`src/rtl/core/tptok_pkg.sv`:
```
// Shared types, codes and byte classification for the UTF-8 pre-tokeniser.
package tptok_pkg;

	localparam logic [2:0] KIND_WORD  = 3'd0;
	localparam logic [2:0] KIND_CLOSE = 3'd1;
	localparam logic [2:0] KIND_PUNCT = 3'd2;
	localparam logic [2:0] KIND_MB    = 3'd3;
	localparam logic [2:0] KIND_UNK   = 3'd4;

	typedef enum logic [2:0] {
		CLS_SPACE,
		CLS_LEAD,
		CLS_BADHI,
		CLS_ALNUM,
		CLS_OTHER
	} byte_cls_t;

	typedef enum logic [2:0] {
		SRC_CLOSE,
		SRC_UNK,
		SRC_WORD,
		SRC_PUNCT,
		SRC_HELD,
		SRC_LAST
	} emit_src_t;

	typedef struct packed {
		logic      load;
		logic      emit;
		emit_src_t src;
		logic      pop;
		logic      requeue;
		logic      hold_byte;
		logic      start_char;
		logic      clr_held;
		logic      set_word;
		logic      clr_word;
		logic      idx_clr;
		logic      idx_inc;
		logic      flush;
	} dp_cmd_t;

	typedef struct packed {
		byte_cls_t head_cls;
		logic      pending;
		logic      complete;
		logic      last;
		logic      qlen_one;
		logic      word_open;
		logic      idx_lt;
		logic      eot;
		logic      out_free;
	} dp_status_t;

	function automatic logic [2:0] lead_len(input logic [7:0] b);
		logic [2:0] len;
		len = 3'd0;
		if ((b & 8'hE0) == 8'hC0)
			len = 3'd2;
		else if ((b & 8'hF0) == 8'hE0)
			len = 3'd3;
		else if ((b & 8'hF8) == 8'hF0)
			len = 3'd4;
		return len;
	endfunction

	function automatic byte_cls_t classify(input logic [7:0] b);
		byte_cls_t c;
		if (b == 8'h20 || (b >= 8'h09 && b <= 8'h0D))
			c = CLS_SPACE;
		else if (b[7])
			c = (lead_len(b) != 3'd0) ? CLS_LEAD : CLS_BADHI;
		else if ((b >= 8'h30 && b <= 8'h39) || (b >= 8'h61 && b <= 8'h7A) ||
				(b >= 8'h41 && b <= 8'h5A))
			c = CLS_ALNUM;
		else
			c = CLS_OTHER;
		return c;
	endfunction

	function automatic logic [7:0] to_lower(input logic [7:0] b);
		return (b >= 8'h41 && b <= 8'h5A) ? b + 8'h20 : b;
	endfunction

endpackage

```
`src/rtl/core/tptok_dp.sv`:
```
// Datapath: byte queue, held character bytes, word flag and the result registers.
module tptok_dp import tptok_pkg::*; (
	input  logic       clk,
	input  logic       arst_n,
	input  logic [7:0] data_byte,
	input  logic       end_of_text,
	input  dp_cmd_t    cmd,
	output dp_status_t st,
	output logic [2:0] event_kind,
	output logic [7:0] out_byte,
	output logic       char_final,
	output logic       run_final,
	output logic       text_final,
	output logic       out_valid,
	input  logic       out_stall
);

	logic [7:0] q_q [3];
	logic [1:0] qlen_q;
	logic       eot_q;
	logic [7:0] held_q [3];
	logic [1:0] hc_q;
	logic [2:0] exp_q;
	logic       word_q;
	logic [1:0] idx_q;

	logic [2:0] pend_kind_q;
	logic [7:0] pend_byte_q;
	logic       pend_cf_q;
	logic       pend_valid_q;

	logic [2:0] kind_q;
	logic [7:0] byte_q;
	logic       cf_q;
	logic       rf_q;
	logic       tf_q;
	logic       ovalid_q;

	logic [7:0] head;
	logic [7:0] held_rd;
	logic [2:0] r_kind;
	logic [7:0] r_byte;
	logic       r_cf;
	logic       out_free;

	assign head     = q_q[0];
	assign held_rd  = (idx_q == 2'd3) ? 8'h00 : held_q[idx_q];
	assign out_free = !ovalid_q || !out_stall;

	assign st.head_cls  = classify(head);
	assign st.pending   = (exp_q != 3'd0);
	assign st.complete  = ({1'b0, hc_q} + 3'd1) >= exp_q;
	assign st.last      = eot_q && (qlen_q == 2'd1);
	assign st.qlen_one  = (qlen_q == 2'd1);
	assign st.word_open = word_q;
	assign st.idx_lt    = idx_q < hc_q;
	assign st.eot       = eot_q;
	assign st.out_free  = out_free;

	always_comb begin
		r_kind = KIND_CLOSE;
		r_byte = 8'h00;
		r_cf   = 1'b0;
		case (cmd.src)
			SRC_CLOSE: r_kind = KIND_CLOSE;
			SRC_UNK:   r_kind = KIND_UNK;
			SRC_WORD: begin
				r_kind = KIND_WORD;
				r_byte = to_lower(head);
			end
			SRC_PUNCT: begin
				r_kind = KIND_PUNCT;
				r_byte = head;
			end
			SRC_HELD: begin
				r_kind = KIND_MB;
				r_byte = held_rd;
			end
			SRC_LAST: begin
				r_kind = KIND_MB;
				r_byte = head;
				r_cf   = 1'b1;
			end
			default: r_kind = KIND_CLOSE;
		endcase
	end

	// Payload storage: queue, held bytes and result payloads
	always_ff @(posedge clk) begin
		if (cmd.load) begin
			q_q[0] <= data_byte;
			eot_q  <= end_of_text;
		end else if (cmd.requeue) begin
			// truncated character: bytes after the lead, then the current byte
			case (hc_q)
				2'd2: begin
					q_q[0] <= held_q[1];
					q_q[1] <= head;
				end
				2'd3: begin
					q_q[0] <= held_q[1];
					q_q[1] <= held_q[2];
					q_q[2] <= head;
				end
				default: q_q[0] <= head;
			endcase
		end else if (cmd.pop) begin
			q_q[0] <= q_q[1];
			q_q[1] <= q_q[2];
		end
		if (cmd.start_char)
			held_q[0] <= head;
		else if (cmd.hold_byte && hc_q != 2'd3)
			held_q[hc_q] <= head;
		if (cmd.emit) begin
			pend_kind_q <= r_kind;
			pend_byte_q <= r_byte;
			pend_cf_q   <= r_cf;
		end
		if ((cmd.emit || cmd.flush) && pend_valid_q) begin
			kind_q <= pend_kind_q;
			byte_q <= pend_byte_q;
			cf_q   <= pend_cf_q;
			rf_q   <= cmd.flush;
			tf_q   <= eot_q;
		end
	end

	always_ff @(posedge clk or negedge arst_n) begin
		if (!arst_n) begin
			qlen_q       <= 2'd0;
			hc_q         <= 2'd0;
			exp_q        <= 3'd0;
			word_q       <= 1'b0;
			idx_q        <= 2'd0;
			pend_valid_q <= 1'b0;
			ovalid_q     <= 1'b0;
		end else begin
			if (cmd.load)
				qlen_q <= 2'd1;
			else if (cmd.requeue)
				qlen_q <= hc_q;
			else if (cmd.pop)
				qlen_q <= qlen_q - 2'd1;

			if (cmd.start_char) begin
				hc_q  <= 2'd1;
				exp_q <= lead_len(head);
			end else if (cmd.hold_byte) begin
				hc_q <= hc_q + 2'd1;
			end else if (cmd.clr_held) begin
				hc_q  <= 2'd0;
				exp_q <= 3'd0;
			end

			if (cmd.set_word)
				word_q <= 1'b1;
			else if (cmd.clr_word)
				word_q <= 1'b0;

			if (cmd.idx_clr)
				idx_q <= 2'd0;
			else if (cmd.idx_inc)
				idx_q <= idx_q + 2'd1;

			if (cmd.emit)
				pend_valid_q <= 1'b1;
			else if (cmd.flush)
				pend_valid_q <= 1'b0;

			if ((cmd.emit || cmd.flush) && pend_valid_q)
				ovalid_q <= 1'b1;
			else if (!out_stall)
				ovalid_q <= 1'b0;
		end
	end

	assign event_kind = kind_q;
	assign out_byte   = byte_q;
	assign char_final = cf_q;
	assign run_final  = rf_q;
	assign text_final = tf_q;
	assign out_valid  = ovalid_q;

endmodule

```
`src/rtl/core/tptok_ctrl.sv`:
```
// Controller: sequences one item through the datapath, one result per cycle while the output is free.
module tptok_ctrl import tptok_pkg::*; (
	input  logic       clk,
	input  logic       arst_n,
	input  logic       in_valid,
	output logic       in_stall,
	input  dp_status_t st,
	output dp_cmd_t    cmd
);

	typedef enum logic [2:0] {
		S_IDLE,
		S_FEED,
		S_CHAR,
		S_END,
		S_FLUSH
	} state_t;

	state_t state_q;
	state_t state_d;
	state_t after_pop;

	assign in_stall  = (state_q != S_IDLE);
	assign after_pop = st.qlen_one ? S_END : S_FEED;

	always_comb begin
		cmd     = '0;
		cmd.src = SRC_CLOSE;
		state_d = state_q;
		case (state_q)
			S_IDLE: begin
				if (in_valid) begin
					cmd.load = 1'b1;
					state_d  = S_FEED;
				end
			end
			S_FEED: begin
				if (st.out_free) begin
					if (st.pending) begin
						if (st.complete) begin
							if (st.word_open) begin
								cmd.emit     = 1'b1;
								cmd.src      = SRC_CLOSE;
								cmd.clr_word = 1'b1;
							end else begin
								cmd.idx_clr = 1'b1;
								state_d     = S_CHAR;
							end
						end else if (st.last) begin
							cmd.emit     = 1'b1;
							cmd.src      = SRC_UNK;
							cmd.requeue  = 1'b1;
							cmd.clr_held = 1'b1;
						end else begin
							cmd.hold_byte = 1'b1;
							cmd.pop       = 1'b1;
							state_d       = after_pop;
						end
					end else begin
						case (st.head_cls)
							CLS_SPACE: begin
								cmd.emit     = st.word_open;
								cmd.src      = SRC_CLOSE;
								cmd.clr_word = 1'b1;
								cmd.pop      = 1'b1;
								state_d      = after_pop;
							end
							CLS_LEAD: begin
								if (st.last) begin
									cmd.emit = 1'b1;
									cmd.src  = SRC_UNK;
								end else begin
									cmd.start_char = 1'b1;
								end
								cmd.pop = 1'b1;
								state_d = after_pop;
							end
							CLS_BADHI: begin
								cmd.emit = 1'b1;
								cmd.src  = SRC_UNK;
								cmd.pop  = 1'b1;
								state_d  = after_pop;
							end
							CLS_ALNUM: begin
								cmd.emit     = 1'b1;
								cmd.src      = SRC_WORD;
								cmd.set_word = 1'b1;
								cmd.pop      = 1'b1;
								state_d      = after_pop;
							end
							default: begin
								// punctuation closes the word first, then goes out
								cmd.emit = 1'b1;
								if (st.word_open) begin
									cmd.src      = SRC_CLOSE;
									cmd.clr_word = 1'b1;
								end else begin
									cmd.src = SRC_PUNCT;
									cmd.pop = 1'b1;
									state_d = after_pop;
								end
							end
						endcase
					end
				end
			end
			S_CHAR: begin
				if (st.out_free) begin
					cmd.emit = 1'b1;
					if (st.idx_lt) begin
						cmd.src     = SRC_HELD;
						cmd.idx_inc = 1'b1;
					end else begin
						cmd.src      = SRC_LAST;
						cmd.clr_held = 1'b1;
						cmd.pop      = 1'b1;
						state_d      = after_pop;
					end
				end
			end
			S_END: begin
				if (st.out_free) begin
					cmd.emit     = st.eot && st.word_open;
					cmd.src      = SRC_CLOSE;
					cmd.clr_word = st.eot;
					cmd.clr_held = st.eot;
					state_d      = S_FLUSH;
				end
			end
			S_FLUSH: begin
				if (st.out_free) begin
					cmd.flush = 1'b1;
					state_d   = S_IDLE;
				end
			end
			default: state_d = S_IDLE;
		endcase
	end

	always_ff @(posedge clk or negedge arst_n) begin
		if (!arst_n)
			state_q <= S_IDLE;
		else
			state_q <= state_d;
	end

endmodule

```
`src/rtl/core/text_pretokenizer_utf8_top.sv`:
```
// Top level of the streaming UTF-8 pre-tokeniser.
// Bytes enter one item at a time and leave as token events (word byte, word close,
// single-byte token, multibyte character byte, unknown marker), each with run_final
// on the last event of its byte and text_final on all events of the end-of-text byte.
// Each item passes through accept, examine, end-of-run check and flush of the
// look-ahead slot, and in_stall stays high until the flush is done. A word close
// ahead of a punctuation byte goes out first; a completed character gives its held
// bytes and then the final byte, after a word close when it closes a word. A character
// cut off by end of text gives the unknown marker and then examines the held bytes
// after the lead and the final byte again. The controller drives one event a cycle,
// while the output is free, into a single look-ahead slot so that the last event of
// a run can be flagged.
module text_pretokenizer_utf8_top import tptok_pkg::*; (
	input  logic       clk,
	input  logic       arst_n,
	input  logic       in_valid,
	output logic       in_stall,
	input  logic [7:0] data_byte,
	input  logic       end_of_text,
	output logic       out_valid,
	input  logic       out_stall,
	output logic [2:0] event_kind,
	output logic [7:0] out_byte,
	output logic       char_final,
	output logic       run_final,
	output logic       text_final
);

	dp_cmd_t    cmd;
	dp_status_t st;

	tptok_ctrl u_ctrl (
		.clk      (clk),
		.arst_n   (arst_n),
		.in_valid (in_valid),
		.in_stall (in_stall),
		.st       (st),
		.cmd      (cmd)
	);

	tptok_dp u_dp (
		.clk         (clk),
		.arst_n      (arst_n),
		.data_byte   (data_byte),
		.end_of_text (end_of_text),
		.cmd         (cmd),
		.st          (st),
		.event_kind  (event_kind),
		.out_byte    (out_byte),
		.char_final  (char_final),
		.run_final   (run_final),
		.text_final  (text_final),
		.out_valid   (out_valid),
		.out_stall   (out_stall)
	);

endmodule

```
`config.mk`:
```
export PLATFORM = sky130hd
export DESIGN_NAME = text_pretokenizer_utf8_top
export DESIGN_NICKNAME = d
export VERILOG_FILES = /design/src/rtl/core/tptok_pkg.sv /design/src/rtl/core/tptok_dp.sv /design/src/rtl/core/tptok_ctrl.sv /design/src/rtl/core/text_pretokenizer_utf8_top.sv
export SDC_FILE = /design/constraint.sdc
export NUM_CORES = 1
export LEC_CHECK = 0
export ABC_AREA = 0
export BUFFER_PORTS_ARGS = -buffer_cell sky130_fd_sc_hd__buf_2
export CAP_MARGIN = 5
export CORE_UTILIZATION = 55
export CTS_BUF_LIST = sky130_fd_sc_hd__clkbuf_4 sky130_fd_sc_hd__clkbuf_8
export DETAILED_ROUTE_END_ITERATION = 16
export HOLD_SLACK_MARGIN = 0.05
export PLACE_DENSITY = 0.78
export REMOVE_ABC_BUFFERS = 1
export SYNTH_ARGS = -nofsm -noshare
export SYNTH_HDL_FRONTEND = slang
export SYNTH_SLANG_ARGS = --single-unit
```
`constraint.sdc`:
```
create_clock -name clk -period 4.94 [get_ports clk]
set_input_delay 0.247 -clock clk [delete_from_list [all_inputs] [get_ports clk]]
set_output_delay 0.247 -clock clk [all_outputs]
set_load 0.02 [all_outputs]
```
==> results.yml <==
run_status:
  outcome: "complete, no violations"
detailed_routing:
  drt_iter0_markers: 270
  num_vias: 3035
  drtPass1Iterations: 5
  viasPerCell: 6.23
  postRouteWirelength_mm: 9.34
  routedWlPerCell_um: 19.2
  ant_nets: 0
  drc: 0
global_routing:
  grt_pass1_wl_mm: 14.8
  grt_use_met2_pct: 36.6
  grtUsageMet3_pct: 3.81
  gr-usage-met1_pct: 32.9
  busiest_layer: "met2"
  grt_usage_pct: 23.2
  antenna_found_initial: 0
  grt_max_degree: 20
  grt_pass1_vias: 2845
  grt_overflow: 0
floorplanning:
  initial_core_util_pct: 57.3
  die_h_um: 92.0
  row_count: 32
  ios: 29
  die_x_um: 92.0
  die_area_um2: 8460
  core_area_um2: 7770
setup_path:
  cp-start-kind: "register"
  cp_data_required_time_ps: 5060
  cp_max_fo: 11
  arrival_ps: 4040
  critPathCaptureType: "register"
  path_class: "reg2reg"
layout:
  drive_gt1_share_pct: 22.9
  layout_commonest_cell: "edfxtp_1"
  fill_cells: 598
  diodes: 0
  ff_latch_area_um2: 2630
  final_util_pct: 62.7
  nets: 404
  multi_input_area_um2: 1690
  area_growth_pct: 9.45
  final_cell_mix: "75 x edfxtp_1, 32 x mux2_2, 28 x buf_2, 21 x a21oi_1, 21 x nand2_1"
yosys:
  synth_area_per_cell_um2: 12.5
  syn-cell-area_um2: 4450
  synth_top_cell_by_area: "edfxtp_1"
  synth_edf_count: 75
  synth_cell_types: 55
  synth.area.top_cells: "edfxtp_1 51%, dfrtp_1 8.4%, mux2_2 8.1%"
  synth_top_area_share_pct: 50.6
  netlist_instances: 355
  ys_seq_area_share_pct: 59.0
  async_flop_share_pct: 16.7
  yosys_warnings: 0
  ys_ff_latch: 90
  ys_dominant_reg_cell: "edfxtp_1"
sta:
  rsz0062_at_grt: "false"
  timing.slew.headroom_pct: 20.8
  finalSetupViolations: 0
  fin_crit_sh_pct: 79.4
  min_period_ps: 3920
  finalClockSkew_ps: 12.0
  drv_slew: 0
  worst_slew_pin_slew_ps: 1180
  fin_tns_setup_ps: 0
  finalHoldViolations: 0
  fmax_mhz: 255
hold_path:
  min_path_type: "in2reg"
power_and_ir_drop:
  cellPowerDensity_nw_per_um2: 712
  p_leak_nw: 1.84
  peakVddDrop_v: 0.000232
placement:
  post-dp-hpwl_mm: 6.61
  place.gp.congestion: 0.893
  numPortBuffers: 28
flow_run:
  maxCapViolCount: 0
clock_tree:
  cts_tree: "done"
  cts_buffers: 9
  cts.sinks: 90
  cts.clk_slew.worst_paths_ps: 100
  h-tree-depth: 3
  cts_setup_buffers: 0
  clock-root-buffer: "clkbuf_8"
  clock_latency_ps: 360
  clockBufferDepth: 2
==> final cells by class <==
type | count | area share (%)
flip-flops and latches | 90 | 53.9
clock inverters | 6 | 1.49
clock buffers | 10 | 2.70
multi-input cells | 233 | 34.7
well taps | 102 | 2.62
repair buffers | 31 | 3.39
inverters | 15 | 1.16
==> where the power goes <==
part	internal (mW)	leakage, nW	switching, mW	total, mW
Combinational	0.575	0.848	0.799	1.37
Sequential	1.28	0.889	0.303	1.58
Clock	0.247	0.107	0.269	0.516
Total	2.10	1.84	1.37	3.47
==> cell usage after synthesis (3+ instances only) <==
cell,n
a21o_1,3
nor2b_1,5
a31oi_1,3
nand2b_1,3
o31ai_1,4
o21a_1,4
nand3_1,8
mux2_2,32
buf_2,3
o2bb2ai_1,5
inv_1,15
ha_1,11
nand2_1,21
and2_1,5
clkbuf_1,11
nor2_1,20
edfxtp_1,75
dfrtp_1,15
mux2i_1,10
nor3b_1,3
nor4b_1,3
or3_1,8
o22ai_1,4
nor3_1,9
o21ai_0,12
a21oi_1,21
nor4_1,4
nand3b_1,4
==> path summary, 6_finish.rpt <==
check                                    startpoint          endpoint  slack, ps  cells after the start
worst min-delay path                    end_of_text        u_dp.eot_q         60                      1
max in group asynchronous                    arst_n     u_dp.idx_q[1]       4340                      2
worst max register to register         u_dp.hc_q[0]    u_dp.q_q[0][1]       1020                     10
worst min register to register  u_dp.pend_byte_q[3]  u_dp.out_byte[3]        420                      0
min in group asynchronous                    arst_n      u_dp.hc_q[1]        330                      2
worst max-delay path                   u_dp.hc_q[0]    u_dp.q_q[0][1]       1020                     10
==> critical path, cell delays in order (launching register included) <==
cell     delay, ps
dfrtp_1        490
inv_1          130
ha_1           310
inv_1           40
ha_1           180
a21oi_1        140
o21ai_0        190
nor3_1         990
o21a_1         520
mux2_2         410
mux2_2         280
==> flip-flops by register name, summed over array words and instances (netlist names), 2 cells and up <==
name,count
u_dp.held_q,24
u_dp.q_q,24
u_dp.out_byte,8
u_dp.pend_byte_q,8
u_ctrl.state_q,3
u_dp.event_kind,3
u_dp.exp_q,3
u_dp.pend_kind_q,3
u_dp.hc_q,2
u_dp.idx_q,2
u_dp.qlen_q,2
==> metrics by stage <==
step / cell area (um2) / total power [mW] / worst slack [ps] / std cells / hold WS, ps
6_report: 4870 / 3.47 / 1020 / 487 / 64.0
5_1_grt: 4870 / 3.67 / 761 / 487 / 59.0
4_1_cts: 4870 / 3.46 / 1110 / 487 / 63.1
3_5_place_dp: 4660 / 2.94 / 1130 / 470 / 185
3_3_place_gp: 4660 / 2.87 / 1290 / 470 / 178
2_1_floorplan: 4370 / 2.52 / 1730 / 338 / -48.6
==> layer usage <==
metal  share of wire [%]  vias to the layer above  wire length (um)
li1                    -                     1400                 -
met1                  44                     1476              4140
met2                  46                      145              4320
met3                 7.9                       14               736
met4                 1.5                        0               138
met5                   0                        -                 0
==> cells by family (layout without fill, tap and decap cells) <==
family                     count (synthesis)  after routing  share of synthesized area (%)
adders and majority gates                 11             11                           3.09
muxes                                     42             42                           10.3
buffers and inverters                     32             62                           2.98
AOI/OAI and AO/OA                         72             72                           10.8
xor gates and xnor gates                   1              1                          0.197
DFF                                       90             90                           59.0
and+or+nand+nor                          107            107                           13.5
==> repair_timing <==
action	4_1_cts	5_1_grt
hold buffers	1	0
endpoints found under the hold margin	15	0
gates resized for setup	0	0
endpoints found under the setup margin	0	0
No activity file was read; power rests on OpenSTA's default activity.
